File: config.mk
export PLATFORM = sky130hd
export DESIGN_NAME = hsl_to_rgb_converter
export DESIGN_NICKNAME = d
export VERILOG_FILES = /design/src/hdl/hsl2rgb_pkg.sv /design/src/hdl/hsl2rgb_front.sv /design/src/hdl/hsl2rgb_back.sv /design/src/hdl/hsl_to_rgb_converter.sv
export SDC_FILE = /design/constraint.sdc
export NUM_CORES = 2
export LEC_CHECK = 0
export BUFFER_PORTS_ARGS = -buffer_cell sky130_fd_sc_hd__clkbuf_2
export CAP_MARGIN = 30
export CORE_MARGIN = 3
export CORE_UTILIZATION = 32
export CTS_BUF_LIST = sky130_fd_sc_hd__clkbuf_16
export DETAILED_ROUTE_END_ITERATION = 7
export GPL_ROUTABILITY_DRIVEN = 0
export PLACE_DENSITY_LB_ADDON = 0.1
export SETUP_SLACK_MARGIN = 0.5
export SLEW_MARGIN = 20
export SYNTH_ARGS = -nofsm -noshare
export SYNTH_HDL_FRONTEND = slang
export SYNTH_SLANG_ARGS = --single-unit
File: constraint.sdc
create_clock -name aclk -period 10.3 [get_ports aclk]
set_input_delay 1.545 -clock aclk [delete_from_list [all_inputs] [get_ports aclk]]
set_output_delay 1.545 -clock aclk [all_outputs]
set_load 0.005 [all_outputs]
File: src/hdl/hsl2rgb_pkg.sv
`timescale 1ns / 1ps
// Shared types and constants for the HSL to RGB converter.
// No dependencies; used by every module of the block by scoped names.
package hsl2rgb_pkg;

    // Input field widths
    localparam int HUE_W   = 9;
    localparam int PCT_W   = 7;
    localparam int CHAN_W  = 8;

    // Fixed point: one unit is 1/600000 of full scale
    localparam int VAL_W       = 20;
    localparam int FULL_SCALE  = 600000;
    localparam int CHROMA_W    = 14;     // (100 - |2L-100|) * S, up to 10000
    localparam int FRAC_W      = 6;      // 60 - |(H mod 120) - 60|, up to 60

    localparam int PCT_MAX     = 100;
    localparam int HUE_WRAP    = 360;
    localparam int SECTOR_DEG  = 60;
    localparam int LIGHT_UNIT  = 6000;   // FULL_SCALE / 100
    localparam int HALF_SECTOR = 30;     // c/2 = chroma * 30

    // floor(s * 255 / 600000) = floor(s * 17 / 40000)
    // t = s * 17 < 2^24; ceil(2^39 / 40000) gives an exact quotient over that range.
    localparam int T_W         = 24;
    localparam int RECIP_W     = 24;
    localparam logic [RECIP_W-1:0] RECIP = 24'd13743896;
    localparam int RECIP_SHIFT = 39;
    localparam int PROD_W      = T_W + RECIP_W;

    // 60-degree hue sectors
    typedef enum logic [2:0] {
        SEC_RED_YEL  = 3'd0,
        SEC_YEL_GRN  = 3'd1,
        SEC_GRN_CYN  = 3'd2,
        SEC_CYN_BLU  = 3'd3,
        SEC_BLU_MAG  = 3'd4,
        SEC_MAG_RED  = 3'd5
    } sector_t;

    // Chroma, secondary and offset of one pixel
    typedef struct packed {
        sector_t              sector;
        logic [VAL_W-1:0]     c;
        logic [VAL_W-1:0]     x;
        logic [VAL_W-1:0]     m;
    } cxm_t;

    // Channel order inside lane arrays
    localparam int CH_RED   = 0;
    localparam int CH_GREEN = 1;
    localparam int CH_BLUE  = 2;
    localparam int NUM_CH   = 3;

endpackage

File: src/hdl/hsl2rgb_front.sv
`timescale 1ns / 1ps
// Front end: input clamping, hue sector, chroma, secondary and offset.
// Three elastic register stages. Depends on hsl2rgb_pkg.
module hsl2rgb_front (
    input  logic                               aclk,
    input  logic                               aresetn,
    input  logic                               in_valid,
    output logic                               in_ready,
    input  logic [hsl2rgb_pkg::HUE_W-1:0]      hue_deg,
    input  logic [hsl2rgb_pkg::PCT_W-1:0]      sat_pct,
    input  logic [hsl2rgb_pkg::PCT_W-1:0]      light_pct,
    output logic                               out_valid,
    input  logic                               out_ready,
    output hsl2rgb_pkg::cxm_t                  out_cxm
);

    // stage enables
    logic en1, en2, en3;

    // stage 1
    logic                                v1_reg, v1_next;
    hsl2rgb_pkg::sector_t                sector1_reg, sector1_next;
    logic [hsl2rgb_pkg::FRAC_W-1:0]      frac1_reg, frac1_next;
    logic [hsl2rgb_pkg::PCT_W-1:0]       k1_reg, k1_next;
    logic [hsl2rgb_pkg::PCT_W-1:0]       sat1_reg, sat1_next;
    logic [hsl2rgb_pkg::PCT_W-1:0]       light1_reg, light1_next;

    // stage 2
    logic                                v2_reg, v2_next;
    hsl2rgb_pkg::sector_t                sector2_reg;
    logic [hsl2rgb_pkg::FRAC_W-1:0]      frac2_reg;
    logic [hsl2rgb_pkg::PCT_W-1:0]       light2_reg;
    logic [hsl2rgb_pkg::CHROMA_W-1:0]    cn2_reg, cn2_next;

    // stage 3
    logic                                v3_reg, v3_next;
    hsl2rgb_pkg::cxm_t                   cxm3_reg, cxm3_next;

    // stage 1 working values
    logic [hsl2rgb_pkg::HUE_W-1:0]       hue_w;
    logic [hsl2rgb_pkg::HUE_W-1:0]       hue_base;
    logic [hsl2rgb_pkg::PCT_W-1:0]       hue_mod;
    logic [hsl2rgb_pkg::FRAC_W-1:0]      hue_dist;
    logic [hsl2rgb_pkg::PCT_W:0]         light2x;
    logic [hsl2rgb_pkg::PCT_W:0]         light_dist;

    assign en3 = !v3_reg || out_ready;
    assign en2 = !v2_reg || en3;
    assign en1 = !v1_reg || en2;
    assign in_ready = en1;

    assign v1_next = en1 ? in_valid : v1_reg;
    assign v2_next = en2 ? v1_reg   : v2_reg;
    assign v3_next = en3 ? v2_reg   : v3_reg;

    // stage 1: wrap hue, clamp percentages, sector and triangle fraction
    always_comb begin
        hue_w = (hue_deg >= 9'(hsl2rgb_pkg::HUE_WRAP))
              ? hue_deg - 9'(hsl2rgb_pkg::HUE_WRAP) : hue_deg;

        priority if (hue_w < 9'(hsl2rgb_pkg::SECTOR_DEG)) begin
            sector1_next = hsl2rgb_pkg::SEC_RED_YEL;
            hue_base     = 9'd0;
        end else if (hue_w < 9'(2 * hsl2rgb_pkg::SECTOR_DEG)) begin
            sector1_next = hsl2rgb_pkg::SEC_YEL_GRN;
            hue_base     = 9'd0;
        end else if (hue_w < 9'(3 * hsl2rgb_pkg::SECTOR_DEG)) begin
            sector1_next = hsl2rgb_pkg::SEC_GRN_CYN;
            hue_base     = 9'(2 * hsl2rgb_pkg::SECTOR_DEG);
        end else if (hue_w < 9'(4 * hsl2rgb_pkg::SECTOR_DEG)) begin
            sector1_next = hsl2rgb_pkg::SEC_CYN_BLU;
            hue_base     = 9'(2 * hsl2rgb_pkg::SECTOR_DEG);
        end else if (hue_w < 9'(5 * hsl2rgb_pkg::SECTOR_DEG)) begin
            sector1_next = hsl2rgb_pkg::SEC_BLU_MAG;
            hue_base     = 9'(4 * hsl2rgb_pkg::SECTOR_DEG);
        end else begin
            sector1_next = hsl2rgb_pkg::SEC_MAG_RED;
            hue_base     = 9'(4 * hsl2rgb_pkg::SECTOR_DEG);
        end

        // hue mod 120, then 60 - |hm - 60|
        hue_mod  = 7'(hue_w - hue_base);
        hue_dist = (hue_mod >= 7'(hsl2rgb_pkg::SECTOR_DEG))
                 ? 6'(hue_mod - 7'(hsl2rgb_pkg::SECTOR_DEG))
                 : 6'(7'(hsl2rgb_pkg::SECTOR_DEG) - hue_mod);
        frac1_next = 6'(hsl2rgb_pkg::SECTOR_DEG) - hue_dist;

        sat1_next   = (sat_pct > 7'(hsl2rgb_pkg::PCT_MAX))
                    ? 7'(hsl2rgb_pkg::PCT_MAX) : sat_pct;
        light1_next = (light_pct > 7'(hsl2rgb_pkg::PCT_MAX))
                    ? 7'(hsl2rgb_pkg::PCT_MAX) : light_pct;

        // 100 - |2L - 100|
        light2x    = {light1_next, 1'b0};
        light_dist = (light2x >= 8'(hsl2rgb_pkg::PCT_MAX))
                   ? light2x - 8'(hsl2rgb_pkg::PCT_MAX)
                   : 8'(hsl2rgb_pkg::PCT_MAX) - light2x;
        k1_next    = 7'(8'(hsl2rgb_pkg::PCT_MAX) - light_dist);
    end

    // stage 2: chroma numerator
    assign cn2_next = 14'(k1_reg) * 14'(sat1_reg);

    // stage 3: c, x and m in 1/600000 units
    always_comb begin
        cxm3_next.sector = sector2_reg;
        cxm3_next.c = 20'(cn2_reg) * 20'(hsl2rgb_pkg::SECTOR_DEG);
        cxm3_next.x = 20'(cn2_reg) * 20'(frac2_reg);
        cxm3_next.m = 20'(light2_reg) * 20'(hsl2rgb_pkg::LIGHT_UNIT)
                    - 20'(cn2_reg) * 20'(hsl2rgb_pkg::HALF_SECTOR);
    end

    always_ff @(posedge aclk) begin
        if (!aresetn) begin
            v1_reg <= 1'b0;
            v2_reg <= 1'b0;
            v3_reg <= 1'b0;
        end else begin
            v1_reg <= v1_next;
            v2_reg <= v2_next;
            v3_reg <= v3_next;
        end
    end

    always_ff @(posedge aclk) begin
        if (en1) begin
            sector1_reg <= sector1_next;
            frac1_reg   <= frac1_next;
            k1_reg      <= k1_next;
            sat1_reg    <= sat1_next;
            light1_reg  <= light1_next;
        end
        if (en2) begin
            sector2_reg <= sector1_reg;
            frac2_reg   <= frac1_reg;
            light2_reg  <= light1_reg;
            cn2_reg     <= cn2_next;
        end
        if (en3) begin
            cxm3_reg    <= cxm3_next;
        end
    end

    assign out_valid = v3_reg;
    assign out_cxm   = cxm3_reg;

    // secondary never exceeds chroma
    a_x_within_c: assert property (@(posedge aclk) disable iff (!aresetn)
        v3_reg |-> (cxm3_reg.x <= cxm3_reg.c))
        else $error("secondary above chroma");

    // primary channel plus offset stays within full scale
    a_c_plus_m: assert property (@(posedge aclk) disable iff (!aresetn)
        v3_reg |-> ((21'(cxm3_reg.c) + 21'(cxm3_reg.m)) <= 21'(hsl2rgb_pkg::FULL_SCALE)))
        else $error("chroma plus offset beyond full scale");

endmodule

File: src/hdl/hsl2rgb_back.sv
`timescale 1ns / 1ps
// Back end: channel placement by sector, scaling to 0..255 via reciprocal multiply.
// Three elastic register stages, one lane per channel. Depends on hsl2rgb_pkg.
module hsl2rgb_back (
    input  logic                               aclk,
    input  logic                               aresetn,
    input  logic                               in_valid,
    output logic                               in_ready,
    input  hsl2rgb_pkg::cxm_t                  in_cxm,
    output logic                               out_valid,
    input  logic                               out_ready,
    output logic [hsl2rgb_pkg::CHAN_W-1:0]     red,
    output logic [hsl2rgb_pkg::CHAN_W-1:0]     green,
    output logic [hsl2rgb_pkg::CHAN_W-1:0]     blue
);

    logic en4, en5, en6;
    logic v4_reg, v4_next;
    logic v5_reg, v5_next;
    logic v6_reg, v6_next;

    logic [hsl2rgb_pkg::VAL_W-1:0]   vsel [hsl2rgb_pkg::NUM_CH];
    logic [hsl2rgb_pkg::VAL_W-1:0]   vsum [hsl2rgb_pkg::NUM_CH];
    logic [hsl2rgb_pkg::T_W-1:0]     t4_reg  [hsl2rgb_pkg::NUM_CH];
    logic [hsl2rgb_pkg::T_W-1:0]     t4_next [hsl2rgb_pkg::NUM_CH];
    logic [hsl2rgb_pkg::PROD_W-1:0]  p5_reg  [hsl2rgb_pkg::NUM_CH];
    logic [hsl2rgb_pkg::PROD_W-1:0]  p5_next [hsl2rgb_pkg::NUM_CH];
    logic [hsl2rgb_pkg::CHAN_W-1:0]  q6_reg  [hsl2rgb_pkg::NUM_CH];
    logic [hsl2rgb_pkg::CHAN_W-1:0]  q6_next [hsl2rgb_pkg::NUM_CH];

    assign en6 = !v6_reg || out_ready;
    assign en5 = !v5_reg || en6;
    assign en4 = !v4_reg || en5;
    assign in_ready = en4;

    assign v4_next = en4 ? in_valid : v4_reg;
    assign v5_next = en5 ? v4_reg   : v5_reg;
    assign v6_next = en6 ? v5_reg   : v6_reg;

    // stage 4: place c, x, 0 by sector
    always_comb begin
        unique case (in_cxm.sector)
            hsl2rgb_pkg::SEC_RED_YEL: begin
                vsel[hsl2rgb_pkg::CH_RED]   = in_cxm.c;
                vsel[hsl2rgb_pkg::CH_GREEN] = in_cxm.x;
                vsel[hsl2rgb_pkg::CH_BLUE]  = '0;
            end
            hsl2rgb_pkg::SEC_YEL_GRN: begin
                vsel[hsl2rgb_pkg::CH_RED]   = in_cxm.x;
                vsel[hsl2rgb_pkg::CH_GREEN] = in_cxm.c;
                vsel[hsl2rgb_pkg::CH_BLUE]  = '0;
            end
            hsl2rgb_pkg::SEC_GRN_CYN: begin
                vsel[hsl2rgb_pkg::CH_RED]   = '0;
                vsel[hsl2rgb_pkg::CH_GREEN] = in_cxm.c;
                vsel[hsl2rgb_pkg::CH_BLUE]  = in_cxm.x;
            end
            hsl2rgb_pkg::SEC_CYN_BLU: begin
                vsel[hsl2rgb_pkg::CH_RED]   = '0;
                vsel[hsl2rgb_pkg::CH_GREEN] = in_cxm.x;
                vsel[hsl2rgb_pkg::CH_BLUE]  = in_cxm.c;
            end
            hsl2rgb_pkg::SEC_BLU_MAG: begin
                vsel[hsl2rgb_pkg::CH_RED]   = in_cxm.x;
                vsel[hsl2rgb_pkg::CH_GREEN] = '0;
                vsel[hsl2rgb_pkg::CH_BLUE]  = in_cxm.c;
            end
            default: begin
                vsel[hsl2rgb_pkg::CH_RED]   = in_cxm.c;
                vsel[hsl2rgb_pkg::CH_GREEN] = '0;
                vsel[hsl2rgb_pkg::CH_BLUE]  = in_cxm.x;
            end
        endcase
    end

    // per lane: (v + m) * 17, then * recip, then take the quotient bits
    always_comb begin
        for (int i = 0; i < hsl2rgb_pkg::NUM_CH; i++) begin
            vsum[i]    = vsel[i] + in_cxm.m;
            t4_next[i] = {vsum[i], 4'b0000} + 24'(vsum[i]);
            p5_next[i] = 48'(t4_reg[i]) * 48'(hsl2rgb_pkg::RECIP);
            q6_next[i] = p5_reg[i][hsl2rgb_pkg::RECIP_SHIFT +: hsl2rgb_pkg::CHAN_W];
        end
    end

    always_ff @(posedge aclk) begin
        if (!aresetn) begin
            v4_reg <= 1'b0;
            v5_reg <= 1'b0;
            v6_reg <= 1'b0;
        end else begin
            v4_reg <= v4_next;
            v5_reg <= v5_next;
            v6_reg <= v6_next;
        end
    end

    always_ff @(posedge aclk) begin
        for (int i = 0; i < hsl2rgb_pkg::NUM_CH; i++) begin
            if (en4) begin
                t4_reg[i] <= t4_next[i];
            end
            if (en5) begin
                p5_reg[i] <= p5_next[i];
            end
            if (en6) begin
                q6_reg[i] <= q6_next[i];
            end
        end
    end

    assign out_valid = v6_reg;
    assign red   = q6_reg[hsl2rgb_pkg::CH_RED];
    assign green = q6_reg[hsl2rgb_pkg::CH_GREEN];
    assign blue  = q6_reg[hsl2rgb_pkg::CH_BLUE];

    // a held product stage keeps its red and blue lanes while the stage after it is full
    a_p5_hold: assert property (@(posedge aclk) disable iff (!aresetn)
        (v5_reg && !en5) |=> ($stable(p5_reg[hsl2rgb_pkg::CH_RED])
                              && $stable(p5_reg[hsl2rgb_pkg::CH_BLUE]) && v5_reg))
        else $error("product stage lost a stalled beat");

endmodule

File: src/hdl/hsl_to_rgb_converter.sv
`timescale 1ns / 1ps
// HSL to RGB converter, six-stage pipeline, one pixel per clock while m_tready is high.
// Top level; depends on hsl2rgb_pkg, hsl2rgb_front and hsl2rgb_back.
//
// Converts hue (degrees), saturation and lightness (percent) to 8-bit RGB,
// each channel exactly floor((v + m) * 255 / 600000) in exact fixed point.
// Hue 360..511 wraps modulo 360; saturation and lightness above 100 clamp to
// 100. Throughput is one beat per clock with no gaps while m_tready is high.
// Six register stages: clamp and sector, chroma multiply, c/x/m, channel sum,
// reciprocal multiply (24x24), quotient register. The pipeline is elastic: a
// stall on m_tready holds each full stage with no empty stage after it, empty
// stages still fill, and s_tready drops only when all six stages hold a beat.
// No configuration; reset only clears the stage valids.
module hsl_to_rgb_converter (
    input  logic        aclk,
    input  logic        aresetn,
    // input pixel
    input  logic        s_tvalid,
    output logic        s_tready,
    input  logic [23:0] s_tdata,   // [8:0] hue_deg, [15:9] sat_pct, [22:16] light_pct, [23] zero
    // output colour
    output logic        m_tvalid,
    input  logic        m_tready,
    output logic [23:0] m_tdata    // [7:0] red, [15:8] green, [23:16] blue
);

    logic              mid_valid;
    logic              mid_ready;
    hsl2rgb_pkg::cxm_t mid_cxm;

    logic [hsl2rgb_pkg::CHAN_W-1:0] red;
    logic [hsl2rgb_pkg::CHAN_W-1:0] green;
    logic [hsl2rgb_pkg::CHAN_W-1:0] blue;

    // stages 1..3: clamp, chroma, c/x/m
    hsl2rgb_front u_front (
        .aclk      (aclk),
        .aresetn   (aresetn),
        .in_valid  (s_tvalid),
        .in_ready  (s_tready),
        .hue_deg   (s_tdata[8:0]),
        .sat_pct   (s_tdata[15:9]),
        .light_pct (s_tdata[22:16]),
        .out_valid (mid_valid),
        .out_ready (mid_ready),
        .out_cxm   (mid_cxm)
    );

    // stages 4..6: placement and scaling
    hsl2rgb_back u_back (
        .aclk      (aclk),
        .aresetn   (aresetn),
        .in_valid  (mid_valid),
        .in_ready  (mid_ready),
        .in_cxm    (mid_cxm),
        .out_valid (m_tvalid),
        .out_ready (m_tready),
        .red       (red),
        .green     (green),
        .blue      (blue)
    );

    assign m_tdata = {blue, green, red};

    // a ready sink never throttles the source
    a_flow_through: assert property (@(posedge aclk) disable iff (!aresetn)
        m_tready |-> s_tready)
        else $error("input stalled while output ready");

    // back-pressure only appears when the output stage is stuck
    a_stall_cause: assert property (@(posedge aclk) disable iff (!aresetn)
        !s_tready |-> (m_tvalid && !m_tready && mid_valid))
        else $error("input stalled without a full pipeline");

endmodule

==> summary.txt <==
Layout
  • Sequential cell area: 7030 um^2
  • Share of cells above drive strength 1: 3.67%
  • P&R area growth vs syn: 8.22%
  • FILL cells: 13,700
  • Max reg flops: 69
  • Multi-input gate area: 32,300 um^2
  • N_diodes: 0
  • Fin nets: 5,789

Synth
  • Synthesized flop and latch total: 236
  • YS warnings: 0
  • EDFF count, synth: 230
  • Synth Cell Area: 43,500 um^2
  • Average size of a mapped cell: 10.4 um^2
  • Asr flop ratio synth: 0%
  • Dominant synthesized flop cell: edfxtp_1
  • Syn Nets: 5,716
  • Register area share after synthesis: 16.2%
  • Synth top area cells: fa_1, ha_1, edfxtp_1
  • Synth top area share: 30.4%
  • Count leader, synth: inv_1
  • Post-Syn Instances: 4,202
  • Cell taking the most area after synthesis: fa_1
  • Distinct cells, synth: 79
  • Top cells by count, synth: inv_1, ha_1, fa_1, edfxtp_1, nand2_1

Floorplanning
  • Initial Util: 32.4%
  • # rows: 134
  • Die height: 375 um
  • Die footprint: 140,000 um^2
  • Die width: 375 um
  • Io pins: 54
  • Core Region: 134,000 um^2

Global routing
  • Tot GR Track Use: 15.7%
  • Largest net degree at the start of global routing: 70
  • Vias in the first global route: 30,400
  • First-pass GRT wire length: 173 mm
  • Gr ovfl total: 0
  • Antenna violations before repair: 0

Clock network
  • Clk root buf: clkbuf_16
  • CTS tree: built
  • Total CTS buffers: 35
  • Worst skew pair latency: 0.59 ns
  • H-tree levels: 2
  • CTS resizes: 0
  • CTS Buffer Depth: 3
  • Clock transition at path regs: 0.05 ns
  • Clock sink count: 236
  • Post-CTS setup buffers: 0
  • Post-cts hold buffer count: 0

Routing
  • DR DRC count: 0
  • DR vias/cell: 4.61
  • Via count: 28,000
  • TritonRoute pass-1 iters: 5
  • Final ANT Viol Nets: 0
  • 1st-iter DRT viols: 1,118
  • Final wirelength: 108 mm
  • Wire per inst: 17.7 um

STA
  • RSZ-0062 raised after global routing: false
  • Setup violators final: 0
  • Fmax: 133 MHz
  • Setup_tns: 0 ns
  • Max Slew Vio Count: 0
  • Final Hold Viols: 0
  • Slew @ Worst Pin: 0.783 ns
  • Minimum clock period: 7.49 ns
  • Relative slew margins: 47.1%
  • Period utilization: 72.8%
  • Fin Clk Skew: 0.0343 ns

Worst setup path
  • Critical Path RT: 10.63 ns
  • Critical path capture point type: flip-flop
  • Worst EP arrival: 7.82 ns
  • CP max FO: 5
  • CP Class: flip-flop to flip-flop
  • Reg2Reg Depth: 20
  • CP startpoint kind: flip-flop

Flow run
  • Max Cap Violations: 0

Placement
  • I/O Buffers: 52
  • DP HPWL: 93.9 mm

Worst hold path
  • Worst hold path depth: 0
  • Worst hold path type: flip-flop to flip-flop

Outcome
  • Outcome: finished, final reports clean
[metrics by stage]
step	utilization, %	hold WS (ns)	instance area (um^2)	instances	setup WS (ns)
finish	35.1	0.413	47100	6069	2.81
global route	35.1	0.424	47100	6069	2.36
CTS	35.0	0.417	47100	6068	2.63
detailed placement	34.2	0.405	46000	6005	2.65
global placement	34.2	0.401	46000	6005	2.65
floorplan	-	0.400	43500	4202	3.88
[per-layer routing]
metal / up-vias / track usage [%] / routed length [um]
met5: - / 0 / 0
met4: 0 / 2.92 / 1740
met3: 90 / 1.60 / 2630
met2: 267 / 25.8 / 49900
met1: 13700 / 22.5 / 53400
li1: 13900 / - / -
[cells in the final DEF, fill, tap and decap left out, drive strengths merged, types with 55 or more instances in the layout]
cell / instances
nor2: 114
nand2: 163
ha: 825
edfxtp: 230
fa: 661
and2: 70
o21ai: 86
a21o: 62
xor2: 66
xnor2: 150
nor3: 55
inv: 1083
a21oi: 129
clkbuf: 88
[final timing paths]
kind | start | endpoint | slack, ns
max | u_back.t4_reg[0][12] | u_back.p5_reg[0][43] | 2.81
min | u_front.light1_reg[2] | u_front.light2_reg[2] | 0.41
max reg2reg | u_back.t4_reg[0][12] | u_back.p5_reg[0][43] | 2.81
min reg2reg | u_front.light1_reg[2] | u_front.light2_reg[2] | 0.41
[cell type report]
cell class,instances,area share [%]
Clock buffer,36,1.91
Inverter,1080,8.61
Multi-Input combinational cell,2858,68.6
Clock inverter,27,0.438
Sequential cell,236,14.9
Timing Repair Buffer,64,0.771
Tap cell,1768,4.70
[critical path: stages, from the launching register on]
cell and delay, ns:
edfxtp_1 0.47, ha_1 0.49, fa_1 0.58, inv_1 0.06
fa_1 0.46, fa_1 0.52, inv_1 0.07, fa_1 0.50
fa_1 0.55, inv_1 0.05, fa_1 0.53, inv_1 0.04
ha_1 0.19, or4_1 0.52, a221oi_1 0.25, o211ai_1 0.20
a31oi_1 0.40, a31oi_1 0.28, a311oi_1 0.63, nor2_1 0.16
a211o_1 0.28
[cells by family after synthesis]
family	synth area share, %
compound gates	8.58
xor+xnor	4.35
fa+ha+maj	54.1
buf+inv	9.57
flops	16.2
mux	0.270
simple gates	6.94
Power is left out: the tool's default activity adds up to more than one toggle a clock period on the data nets, which glitch-free logic cannot reach.
